**src/hw/rtl/fps_pkg.sv**
```systemverilog
// ----------------------------------------------------------------------------
// fps_pkg
// Shared types and constants for the flight phase sequencer: phase codes,
// register indexes, reset values and the structs passed between modules.
// ----------------------------------------------------------------------------
`default_nettype none

package fps_pkg;

  // Field widths
  localparam int unsigned AccelW  = 16;
  localparam int unsigned AltW    = 24;
  localparam int unsigned TimeW   = 32;
  localparam int unsigned CountW  = 8;
  localparam int unsigned MsW     = 16;
  localparam int unsigned PhaseW  = 3;
  localparam int unsigned CfgIdxW = 3;
  localparam int unsigned CfgDatW = 24;

  // Flight phases, as reported on the result channel
  typedef enum logic [PhaseW-1:0] {
    PH_PRE         = 3'd0,
    PH_ASCENT      = 3'd1,
    PH_POST_APOGEE = 3'd2,
    PH_DESCENT     = 3'd3,
    PH_TOUCHDOWN   = 3'd4
  } fps_phase_t;

  // Configuration register indexes
  typedef enum logic [CfgIdxW-1:0] {
    REG_ACCEL_THRESHOLD     = 3'd0,
    REG_ACCEL_COUNT_LIMIT   = 3'd1,
    REG_DESCENT_COUNT_LIMIT = 3'd2,
    REG_DEPLOY_ALT          = 3'd3,
    REG_APOGEE_DWELL_MS     = 3'd4,
    REG_MAIN_HOLD_MS        = 3'd5
  } fps_reg_idx_t;

  // Reset values (threshold is 2 g in 1/256 m/s^2, target is 116.0 in 1/16)
  localparam logic [AccelW-1:0]        RstAccelThreshold   = 16'd5023;
  localparam logic [CountW-1:0]        RstAccelCountLimit  = 8'd10;
  localparam logic [CountW-1:0]        RstDescentCountLim  = 8'd5;
  localparam logic signed [AltW-1:0]   RstTargetAltitude   = 24'sd1856;
  localparam logic [MsW-1:0]           RstApogeeDwellMs    = 16'd200;
  localparam logic [MsW-1:0]           RstMainHoldMs       = 16'd5000;

  localparam logic [CountW-1:0]        CountMax            = 8'hFF;

  // Live configuration
  typedef struct packed {
    logic [AccelW-1:0]      accel_threshold;
    logic [CountW-1:0]      accel_count_limit;
    logic [CountW-1:0]      descent_count_limit;
    logic signed [AltW-1:0] deploy_alt;
    logic [MsW-1:0]         apogee_dwell_ms;
    logic [MsW-1:0]         main_hold_ms;
  } fps_cfg_t;

  // One sensor sample held in the input register
  typedef struct packed {
    logic [AccelW-1:0]      accel_mag;
    logic signed [AltW-1:0] sample_altitude;
    logic [TimeW-1:0]       now_ms;
  } fps_sample_t;

  // One result beat
  typedef struct packed {
    logic [PhaseW-1:0] phase;
    logic              ignition_pulse;
    logic              drogue_fire;
    logic              main_fire;
  } fps_result_t;

endpackage

`default_nettype wire

```
**src/hw/rtl/fps_cfg_regs.sv**
```systemverilog
// ----------------------------------------------------------------------------
// fps_cfg_regs
// Configuration register file: six write-only registers, indexed writes,
// out-of-range indexes ignored.
// ----------------------------------------------------------------------------
`default_nettype none

module fps_cfg_regs (
  input  wire logic                          clk,
  input  wire logic                          rst_n,
  input  wire logic                          cfg_we,
  input  wire logic [fps_pkg::CfgIdxW-1:0]   cfg_index,
  input  wire logic [fps_pkg::CfgDatW-1:0]   cfg_wdata,
  output fps_pkg::fps_cfg_t                  cfg_o
);
  import fps_pkg::*;

  fps_cfg_t cfg_r;
  fps_cfg_t cfg_nxt;

  // Register decode
  always_comb begin
    cfg_nxt = cfg_r;
    if (cfg_we) begin
      unique case (cfg_index)
        REG_ACCEL_THRESHOLD:     cfg_nxt.accel_threshold     = cfg_wdata[AccelW-1:0];
        REG_ACCEL_COUNT_LIMIT:   cfg_nxt.accel_count_limit   = cfg_wdata[CountW-1:0];
        REG_DESCENT_COUNT_LIMIT: cfg_nxt.descent_count_limit = cfg_wdata[CountW-1:0];
        REG_DEPLOY_ALT:          cfg_nxt.deploy_alt          = cfg_wdata[AltW-1:0];
        REG_APOGEE_DWELL_MS:     cfg_nxt.apogee_dwell_ms     = cfg_wdata[MsW-1:0];
        REG_MAIN_HOLD_MS:        cfg_nxt.main_hold_ms        = cfg_wdata[MsW-1:0];
        default: ;
      endcase
    end
  end

  always_ff @(posedge clk) begin
    if (!rst_n) begin
      cfg_r.accel_threshold     <= RstAccelThreshold;
      cfg_r.accel_count_limit   <= RstAccelCountLimit;
      cfg_r.descent_count_limit <= RstDescentCountLim;
      cfg_r.deploy_alt          <= RstTargetAltitude;
      cfg_r.apogee_dwell_ms     <= RstApogeeDwellMs;
      cfg_r.main_hold_ms        <= RstMainHoldMs;
    end else begin
      cfg_r <= cfg_nxt;
    end
  end

  assign cfg_o = cfg_r;

endmodule

`default_nettype wire

```
**src/hw/rtl/fps_core.sv**
```systemverilog
// ----------------------------------------------------------------------------
// fps_core
// Phase state machine with its counters and stamps. Evaluates the sample in
// the input register and commits the new state when the beat moves on.
// ----------------------------------------------------------------------------
`default_nettype none

module fps_core (
  input  wire logic          clk,
  input  wire logic          rst_n,
  input  fps_pkg::fps_cfg_t  cfg_i,
  input  fps_pkg::fps_sample_t smp_i,
  input  wire logic          take_i,
  output fps_pkg::fps_result_t res_o
);
  import fps_pkg::*;

  fps_phase_t             phase_r, phase_nxt;
  logic [CountW-1:0]      accel_hits_r, accel_hits_nxt;
  logic [CountW-1:0]      falling_run_r, falling_run_nxt;
  logic signed [AltW-1:0] last_alt_r;
  logic [TimeW-1:0]       stamp_r, stamp_nxt;

  logic [CountW-1:0]      hits_inc;
  logic [CountW-1:0]      run_inc;
  logic [TimeW-1:0]       elapsed;
  logic                   ignite, apogee, dwell_done, below_target, hold_done;
  logic                   ign, drogue, mainf;

  // Condition datapath
  always_comb begin
    hits_inc = accel_hits_r;
    if (smp_i.accel_mag >= cfg_i.accel_threshold && accel_hits_r != CountMax) begin
      hits_inc = CountW'(accel_hits_r + 8'd1);
    end
    run_inc = '0;
    if (smp_i.sample_altitude <= last_alt_r) begin
      run_inc = (falling_run_r == CountMax) ? falling_run_r
                                            : CountW'(falling_run_r + 8'd1);
    end
  end

  assign elapsed      = smp_i.now_ms - stamp_r;
  assign ignite       = hits_inc > cfg_i.accel_count_limit;
  assign apogee       = run_inc >= cfg_i.descent_count_limit;
  assign dwell_done   = elapsed > {{(TimeW-MsW){1'b0}}, cfg_i.apogee_dwell_ms};
  assign below_target = smp_i.sample_altitude <= cfg_i.deploy_alt;
  assign hold_done    = elapsed >= {{(TimeW-MsW){1'b0}}, cfg_i.main_hold_ms};

  // Next phase
  always_comb begin
    phase_nxt = phase_r;
    unique case (phase_r)
      PH_PRE:         if (ignite) phase_nxt = PH_ASCENT;
      PH_ASCENT:      if (apogee) phase_nxt = PH_POST_APOGEE;
      PH_POST_APOGEE: if (dwell_done && below_target) phase_nxt = PH_DESCENT;
      PH_DESCENT:     if (hold_done) phase_nxt = PH_TOUCHDOWN;
      default:        phase_nxt = phase_r;
    endcase
  end

  // Per-phase outputs: counters, stamp and fire pulses
  always_comb begin
    accel_hits_nxt  = accel_hits_r;
    falling_run_nxt = falling_run_r;
    stamp_nxt       = stamp_r;
    ign             = 1'b0;
    drogue          = 1'b0;
    mainf           = 1'b0;
    unique case (phase_r)
      PH_PRE: begin
        accel_hits_nxt = hits_inc;
        ign            = ignite;
      end
      PH_ASCENT: begin
        falling_run_nxt = run_inc;
        drogue          = apogee;
        if (apogee) stamp_nxt = smp_i.now_ms;
      end
      PH_POST_APOGEE: begin
        mainf = dwell_done && below_target;
        if (mainf) stamp_nxt = smp_i.now_ms;
      end
      default: ;
    endcase
  end

  // State registers, committed once per beat
  always_ff @(posedge clk) begin
    if (!rst_n) begin
      phase_r       <= PH_PRE;
      accel_hits_r  <= '0;
      falling_run_r <= '0;
      last_alt_r    <= '0;
      stamp_r       <= '0;
    end else if (take_i) begin
      phase_r       <= phase_nxt;
      accel_hits_r  <= accel_hits_nxt;
      falling_run_r <= falling_run_nxt;
      last_alt_r    <= smp_i.sample_altitude;
      stamp_r       <= stamp_nxt;
    end
  end

  assign res_o.phase          = phase_nxt;
  assign res_o.ignition_pulse = ign;
  assign res_o.drogue_fire    = drogue;
  assign res_o.main_fire      = mainf;

endmodule

`default_nettype wire

```
**src/hw/rtl/fps_pipe.sv**
```systemverilog
// ----------------------------------------------------------------------------
// fps_pipe
// Two-register pipeline: input register for the sample, result register
// for the outgoing beat, with stall passed back through both.
// ----------------------------------------------------------------------------
`default_nettype none

module fps_pipe (
  input  wire logic                          clk,
  input  wire logic                          rst_n,
  input  wire logic                          in_valid,
  output logic                               in_stall,
  input  wire logic [fps_pkg::AccelW-1:0]    in_accel_mag,
  input  wire logic signed [fps_pkg::AltW-1:0] in_sample_altitude,
  input  wire logic [fps_pkg::TimeW-1:0]     in_now_ms,
  output logic                               out_valid,
  input  wire logic                          out_stall,
  output logic [fps_pkg::PhaseW-1:0]         out_phase,
  output logic                               out_ignition_pulse,
  output logic                               out_drogue_fire,
  output logic                               out_main_fire,
  output fps_pkg::fps_sample_t               smp_o,
  output logic                               take_o,
  input  fps_pkg::fps_result_t               res_i
);
  import fps_pkg::*;

  logic        s_valid_r;
  fps_sample_t s_data_r;
  logic        o_valid_r;
  fps_result_t o_data_r;
  logic        o_free;
  logic        s_free;

  // Result register can load when empty or being drained
  assign o_free   = !o_valid_r || !out_stall;
  assign take_o   = s_valid_r && o_free;
  assign s_free   = !s_valid_r || o_free;
  assign in_stall = !s_free;

  // Control
  always_ff @(posedge clk) begin
    if (!rst_n) begin
      s_valid_r <= 1'b0;
      o_valid_r <= 1'b0;
    end else begin
      if (s_free) s_valid_r <= in_valid;
      if (o_free) o_valid_r <= s_valid_r;
    end
  end

  // Payload
  always_ff @(posedge clk) begin
    if (s_free && in_valid) begin
      s_data_r.accel_mag       <= in_accel_mag;
      s_data_r.sample_altitude <= in_sample_altitude;
      s_data_r.now_ms          <= in_now_ms;
    end
    if (take_o) o_data_r <= res_i;
  end

  assign smp_o              = s_data_r;
  assign out_valid          = o_valid_r;
  assign out_phase          = o_data_r.phase;
  assign out_ignition_pulse = o_data_r.ignition_pulse;
  assign out_drogue_fire    = o_data_r.drogue_fire;
  assign out_main_fire      = o_data_r.main_fire;

endmodule

`default_nettype wire

```
**src/hw/rtl/flight_phase_sequencer_top.sv**
```systemverilog
// Path: a sample goes into the input register; its result beat is shown once
// the result register takes it. Throughput: one sample per clock while not
// stalled; both registers then advance together, and the phase state is
// updated once per beat. Reset (rst_n low, synchronous): phase preignition,
// counters, last altitude and event stamp cleared, registers at their defaults.
// ----------------------------------------------------------------------------
// flight_phase_sequencer_top
// Sensor-driven flight phase sequencer: ignition, apogee, main deployment
// and touchdown detection, one result beat per sample.
// ----------------------------------------------------------------------------
`default_nettype none

module flight_phase_sequencer_top (
  input  wire logic                            clk,
  input  wire logic                            rst_n,
  input  wire logic                            cfg_we,
  input  wire logic [fps_pkg::CfgIdxW-1:0]     cfg_index,
  input  wire logic [fps_pkg::CfgDatW-1:0]     cfg_wdata,
  input  wire logic                            in_valid,
  output logic                                 in_stall,
  input  wire logic [fps_pkg::AccelW-1:0]      in_accel_mag,
  input  wire logic signed [fps_pkg::AltW-1:0] in_sample_altitude,
  input  wire logic [fps_pkg::TimeW-1:0]       in_now_ms,
  output logic                                 out_valid,
  input  wire logic                            out_stall,
  output logic [fps_pkg::PhaseW-1:0]           out_phase,
  output logic                                 out_ignition_pulse,
  output logic                                 out_drogue_fire,
  output logic                                 out_main_fire
);
  import fps_pkg::*;

  fps_cfg_t    cfg;
  fps_sample_t smp;
  fps_result_t res;
  logic        take;

  fps_cfg_regs u_cfg (
    .clk       (clk),
    .rst_n     (rst_n),
    .cfg_we    (cfg_we),
    .cfg_index (cfg_index),
    .cfg_wdata (cfg_wdata),
    .cfg_o     (cfg)
  );

  fps_pipe u_pipe (
    .clk                (clk),
    .rst_n              (rst_n),
    .in_valid           (in_valid),
    .in_stall           (in_stall),
    .in_accel_mag       (in_accel_mag),
    .in_sample_altitude (in_sample_altitude),
    .in_now_ms          (in_now_ms),
    .out_valid          (out_valid),
    .out_stall          (out_stall),
    .out_phase          (out_phase),
    .out_ignition_pulse (out_ignition_pulse),
    .out_drogue_fire    (out_drogue_fire),
    .out_main_fire      (out_main_fire),
    .smp_o              (smp),
    .take_o             (take),
    .res_i              (res)
  );

  fps_core u_core (
    .clk    (clk),
    .rst_n  (rst_n),
    .cfg_i  (cfg),
    .smp_i  (smp),
    .take_i (take),
    .res_o  (res)
  );

endmodule

`default_nettype wire

```
**config.mk**
```make
export PLATFORM = sky130hd
export DESIGN_NAME = flight_phase_sequencer_top
export DESIGN_NICKNAME = d
export VERILOG_FILES = /design/src/hw/rtl/fps_pkg.sv /design/src/hw/rtl/fps_cfg_regs.sv /design/src/hw/rtl/fps_core.sv /design/src/hw/rtl/fps_pipe.sv /design/src/hw/rtl/flight_phase_sequencer_top.sv
export SDC_FILE = /design/constraint.sdc
export NUM_CORES = 1
export LEC_CHECK = 0
export BUFFER_PORTS_ARGS = -buffer_cell sky130_fd_sc_hd__buf_2
export CORE_AREA = 2 2 282 145
export DETAILED_ROUTE_END_ITERATION = 10
export DIE_AREA = 0 0 284 147
export GPL_TIMING_DRIVEN = 0
export PLACE_DENSITY = 0.6
export SLEW_MARGIN = 30
export SYNTH_ARGS = -nofsm -noshare
export SYNTH_HDL_FRONTEND = slang
export SYNTH_SLANG_ARGS = --single-unit
```
**constraint.sdc**
```tcl
create_clock -name clk -period 14.1 [get_ports clk]
set_clock_uncertainty 0.2 [all_clocks]
set_input_delay 4.23 -clock clk [delete_from_list [all_inputs] [get_ports clk]]
set_output_delay 4.23 -clock clk [all_outputs]
set_load 0.005 [all_outputs]
```
==> impl_metrics.env <==
export IMPL_status="complete, no violations"
export IMPL_coreArea_um2=39600
export IMPL_finalCritPeriodShare_pct=65.4
export IMPL_first_iter_violations=1143
export IMPL_worstPathRequired_ps=9670
export IMPL_cts_made_buffers=25
export IMPL_crit_start="out_stall"
export IMPL_antenna_found_initial=0
export IMPL_power_switching_uw=461
export IMPL_clk_pin_slew_ps=60
export IMPL_drv_cap=0
export IMPL_hold_viol_final=0
export IMPL_min_path_type="flip-flop to flip-flop"
export IMPL_clockBufferDepth=3
export IMPL_slew_headroom_pct=47.0
export IMPL_grt_overflow=0
export IMPL_max_freq_ghz=0.109
export IMPL_grt_first_pass_wirelength_mm=60.5
export IMPL_async_flop_share_pct=0
export IMPL_layout_drive_gt1_share_pct=10.6
export IMPL_drc_errors=0
export IMPL_drv_slew=0
export IMPL_hp_start="u_core.last_alt_r[18]"
export IMPL_synth_ff_type="dfxtp_1"
export IMPL_fin_setup_tns_ps=0
export IMPL_synth_edf_count=78
export IMPL_wl_mm=39.0
export IMPL_p_per_area_nw_per_um2=107
export IMPL_die_y_um=147
export IMPL_cts_setup_buffers=0
export IMPL_total_power_uw=1690
export IMPL_io_buffer_count=110
export IMPL_rows=52
export IMPL_irDropWorstVdd_uv=83.0
export IMPL_p_comb_share_pct=13.6
export IMPL_clock_insertion_delay_worst_skew_ps=550
export IMPL_period_minus_slack_ps=9210
export IMPL_synth_top_cell_by_area="dfxtp_1"
export IMPL_r2r_start="u_pipe.smp_o[41]"
export IMPL_pwr_share_seq_pct=45.3
export IMPL_area_growth_pct=16.0
export IMPL_synth_warnings=0
export IMPL_synth_nets=1810
export IMPL_holdBufCountCts=0
export IMPL_multi_input_area_um2=7140
export IMPL_synth_cells=1560
export IMPL_grt_max_degree=18
export IMPL_cts_max_level=1
export IMPL_finalSetupViolCount=0
export IMPL_seq_area_frac_synth_pct=41.5
export IMPL_dp_hpwl_mm=31.1
export IMPL_die_w_um=284
export IMPL_nFillCells=4003
export IMPL_netlist_area_um2=13600
export IMPL_synth_top_area_share_pct=24.3
export IMPL_regToRegSetupSlack_ps=8660
export IMPL_crit_type="primary input to primary output"
export IMPL_netSwitchingFraction_pct=27.2
export IMPL_vias=11588
export IMPL_syn_avg_cell_area_um2=8.71
export IMPL_rsz0062_at_grt="false"
export IMPL_gp_congestion=0.916
export IMPL_cp_arrival_ps=4780
export IMPL_clock_sinks=243
export IMPL_synthDistinctLibCells=72
export IMPL_ant_nets=0
export IMPL_fin_nets=1951
export IMPL_routed_via_density=5.13
export IMPL_power_leakage_uw=0.00623
export IMPL_synthTopCellsByArea="dfxtp_1 24%, edfxtp_1 17%, ha_1 13%, nand2_1 8.9%, a21oi_1 5.9%"
export IMPL_startpoint_type="primary input"
export IMPL_endpoint_kind="primary output"
export IMPL_grt_use_total_pct=18.4
export IMPL_diodes=0
export IMPL_grt_pass1_vias=10749
export IMPL_dieArea_um2=41700
export IMPL_tightest_slew_ps=792
export IMPL_synth_seq_cells=243
export IMPL_clockRootBuffer="clkbuf_16"
export IMPL_io_pin_count=112
export IMPL_drtPass1Iterations=7
export IMPL_pwr_share_clk_pct=41.2
export IMPL_p_int_uw=1230
export IMPL_seq_area_um2=5650
export IMPL_cts_repair_resized=0
export IMPL_cp_max_fo=3
export IMPL_routedWlPerCell_um=17.3
export IMPL_cts_tree="built"
export IMPL_start_util_pct=34.4
-- cells in the final DEF, fill, tap and decap left out, drive strengths merged, types with 4 or more instances in the layout --
| cell | instances |
|---|---|
| xnor2 | 19 |
| nor4 | 9 |
| clkbuf | 74 |
| o21a | 10 |
| a211o | 6 |
| nor2b | 18 |
| buf | 124 |
| o211ai | 30 |
| o21ai | 48 |
| nand3 | 19 |
| clkinv | 6 |
| a31oi | 8 |
| xor2 | 8 |
| nand4 | 31 |
| edfxtp | 78 |
| nand2 | 323 |
| inv | 161 |
| and3 | 13 |
| and2 | 4 |
| a211oi | 7 |
| mux2i | 38 |
| o31ai | 5 |
| nor3 | 17 |
| o2111ai | 4 |
| a21oi | 165 |
| ha | 145 |
| nand2b | 16 |
| a2111oi | 4 |
| nor2 | 66 |
| or3 | 4 |
| dfxtp | 165 |
| a21o | 53 |
-- worst paths after layout --
check                               end  cells past startpoint
hold reg to reg   u_core.last_alt_r[18]                      2
setup reg to reg      u_core.stamp_r[8]                     24
hold / removal    u_core.last_alt_r[18]                      2
setup / recovery               in_stall                      3
-- per-layer routing --
metal	track usage (%)	up-vias	routed length (µm)
met5	0	-	0
met2	25.3	357	14900
met3	3.59	39	2760
li1	-	5705	-
met4	3.00	0	573
met1	29.3	5487	20800
-- cell families after synthesis --
logic type / share of synthesized area [%]
and+or+nand+nor: 17.1
AOI/OAI and AO/OA: 17.2
DFF: 41.5
buffers and inverters: 6.01
adders and majority gates: 13.5
muxes: 2.96
xor gates and xnor gates: 1.74
-- power by group through the flow --
stage | Combinational (µW) | Sequential, µW | Clock (µW)
floorplan | 147 | 774 | 0
global placement | 213 | 782 | 0
detailed placement | 225 | 781 | 0
CTS | 227 | 766 | 708
global route | 256 | 768 | 740
finish | 230 | 766 | 696
-- cell type report --
type	count	share of cell area, %
buffer	51	1.40
sequential	243	35.8
multi-input combinational	1107	45.3
clock inverter	13	0.945
inverter	159	3.79
timing repair buffer	114	4.19
clock buffer	33	4.29
tap	540	4.29
-- sequential cells by signal, indices dropped and copies added, names as in the netlist, 3 cells and up --
register / flops
u_core.accel_hits_r: 8
u_pipe.out_phase: 3
u_core.phase_r: 3
u_cfg.cfg_o: 88
u_core.stamp_r: 32
u_core.falling_run_r: 8
u_core.last_alt_r: 24
u_pipe.smp_o: 72
-- Yosys cell counts, types with 3 or more instances --
| cell type | count |
|---|---|
| a21oi_2 | 4 |
| o2111ai_1 | 4 |
| nor4_1 | 7 |
| edfxtp_1 | 78 |
| o31ai_1 | 3 |
| and3_1 | 13 |
| buf_2 | 5 |
| buf_1 | 3 |
| nor2b_1 | 17 |
| nor3_1 | 17 |
| mux2i_1 | 38 |
| inv_1 | 157 |
| a21o_1 | 53 |
| a31oi_1 | 8 |
| xnor2_1 | 19 |
| nor2_1 | 65 |
| nand3_1 | 19 |
| nand2b_1 | 16 |
| or3_1 | 4 |
| a211oi_1 | 5 |
| o21a_1 | 10 |
| clkbuf_1 | 40 |
| xor2_1 | 8 |
| a311oi_1 | 3 |
| o21ai_0 | 43 |
| a21oi_1 | 161 |
| buf_6 | 3 |
| ha_1 | 145 |
| nand2_1 | 323 |
| a211o_1 | 6 |
| and2_1 | 4 |
| dfxtp_1 | 165 |
| nand4_1 | 31 |
| o21ai_1 | 4 |
| o211ai_1 | 30 |
-- per-stage QoR --
stage / util (%) / area (µm²) / hold slack, ps / cells / worst slack, ps
floorplan: - / 13600 / 235 / 1560 / 5250
global placement: 37.5 / 14800 / 242 / 2210 / 3330
detailed placement: 37.8 / 14900 / 246 / 2214 / 4880
CTS: 39.8 / 15800 / 256 / 2260 / 4880
global route: 39.9 / 15800 / 272 / 2260 / 4870
finish: 39.9 / 15800 / 254 / 2260 / 4890
-- worst max-delay path, stage by stage --
cell    delay, ps
buf_2         110
and3_1        280
buf_2         160
(Power assumes the default switching activity.)
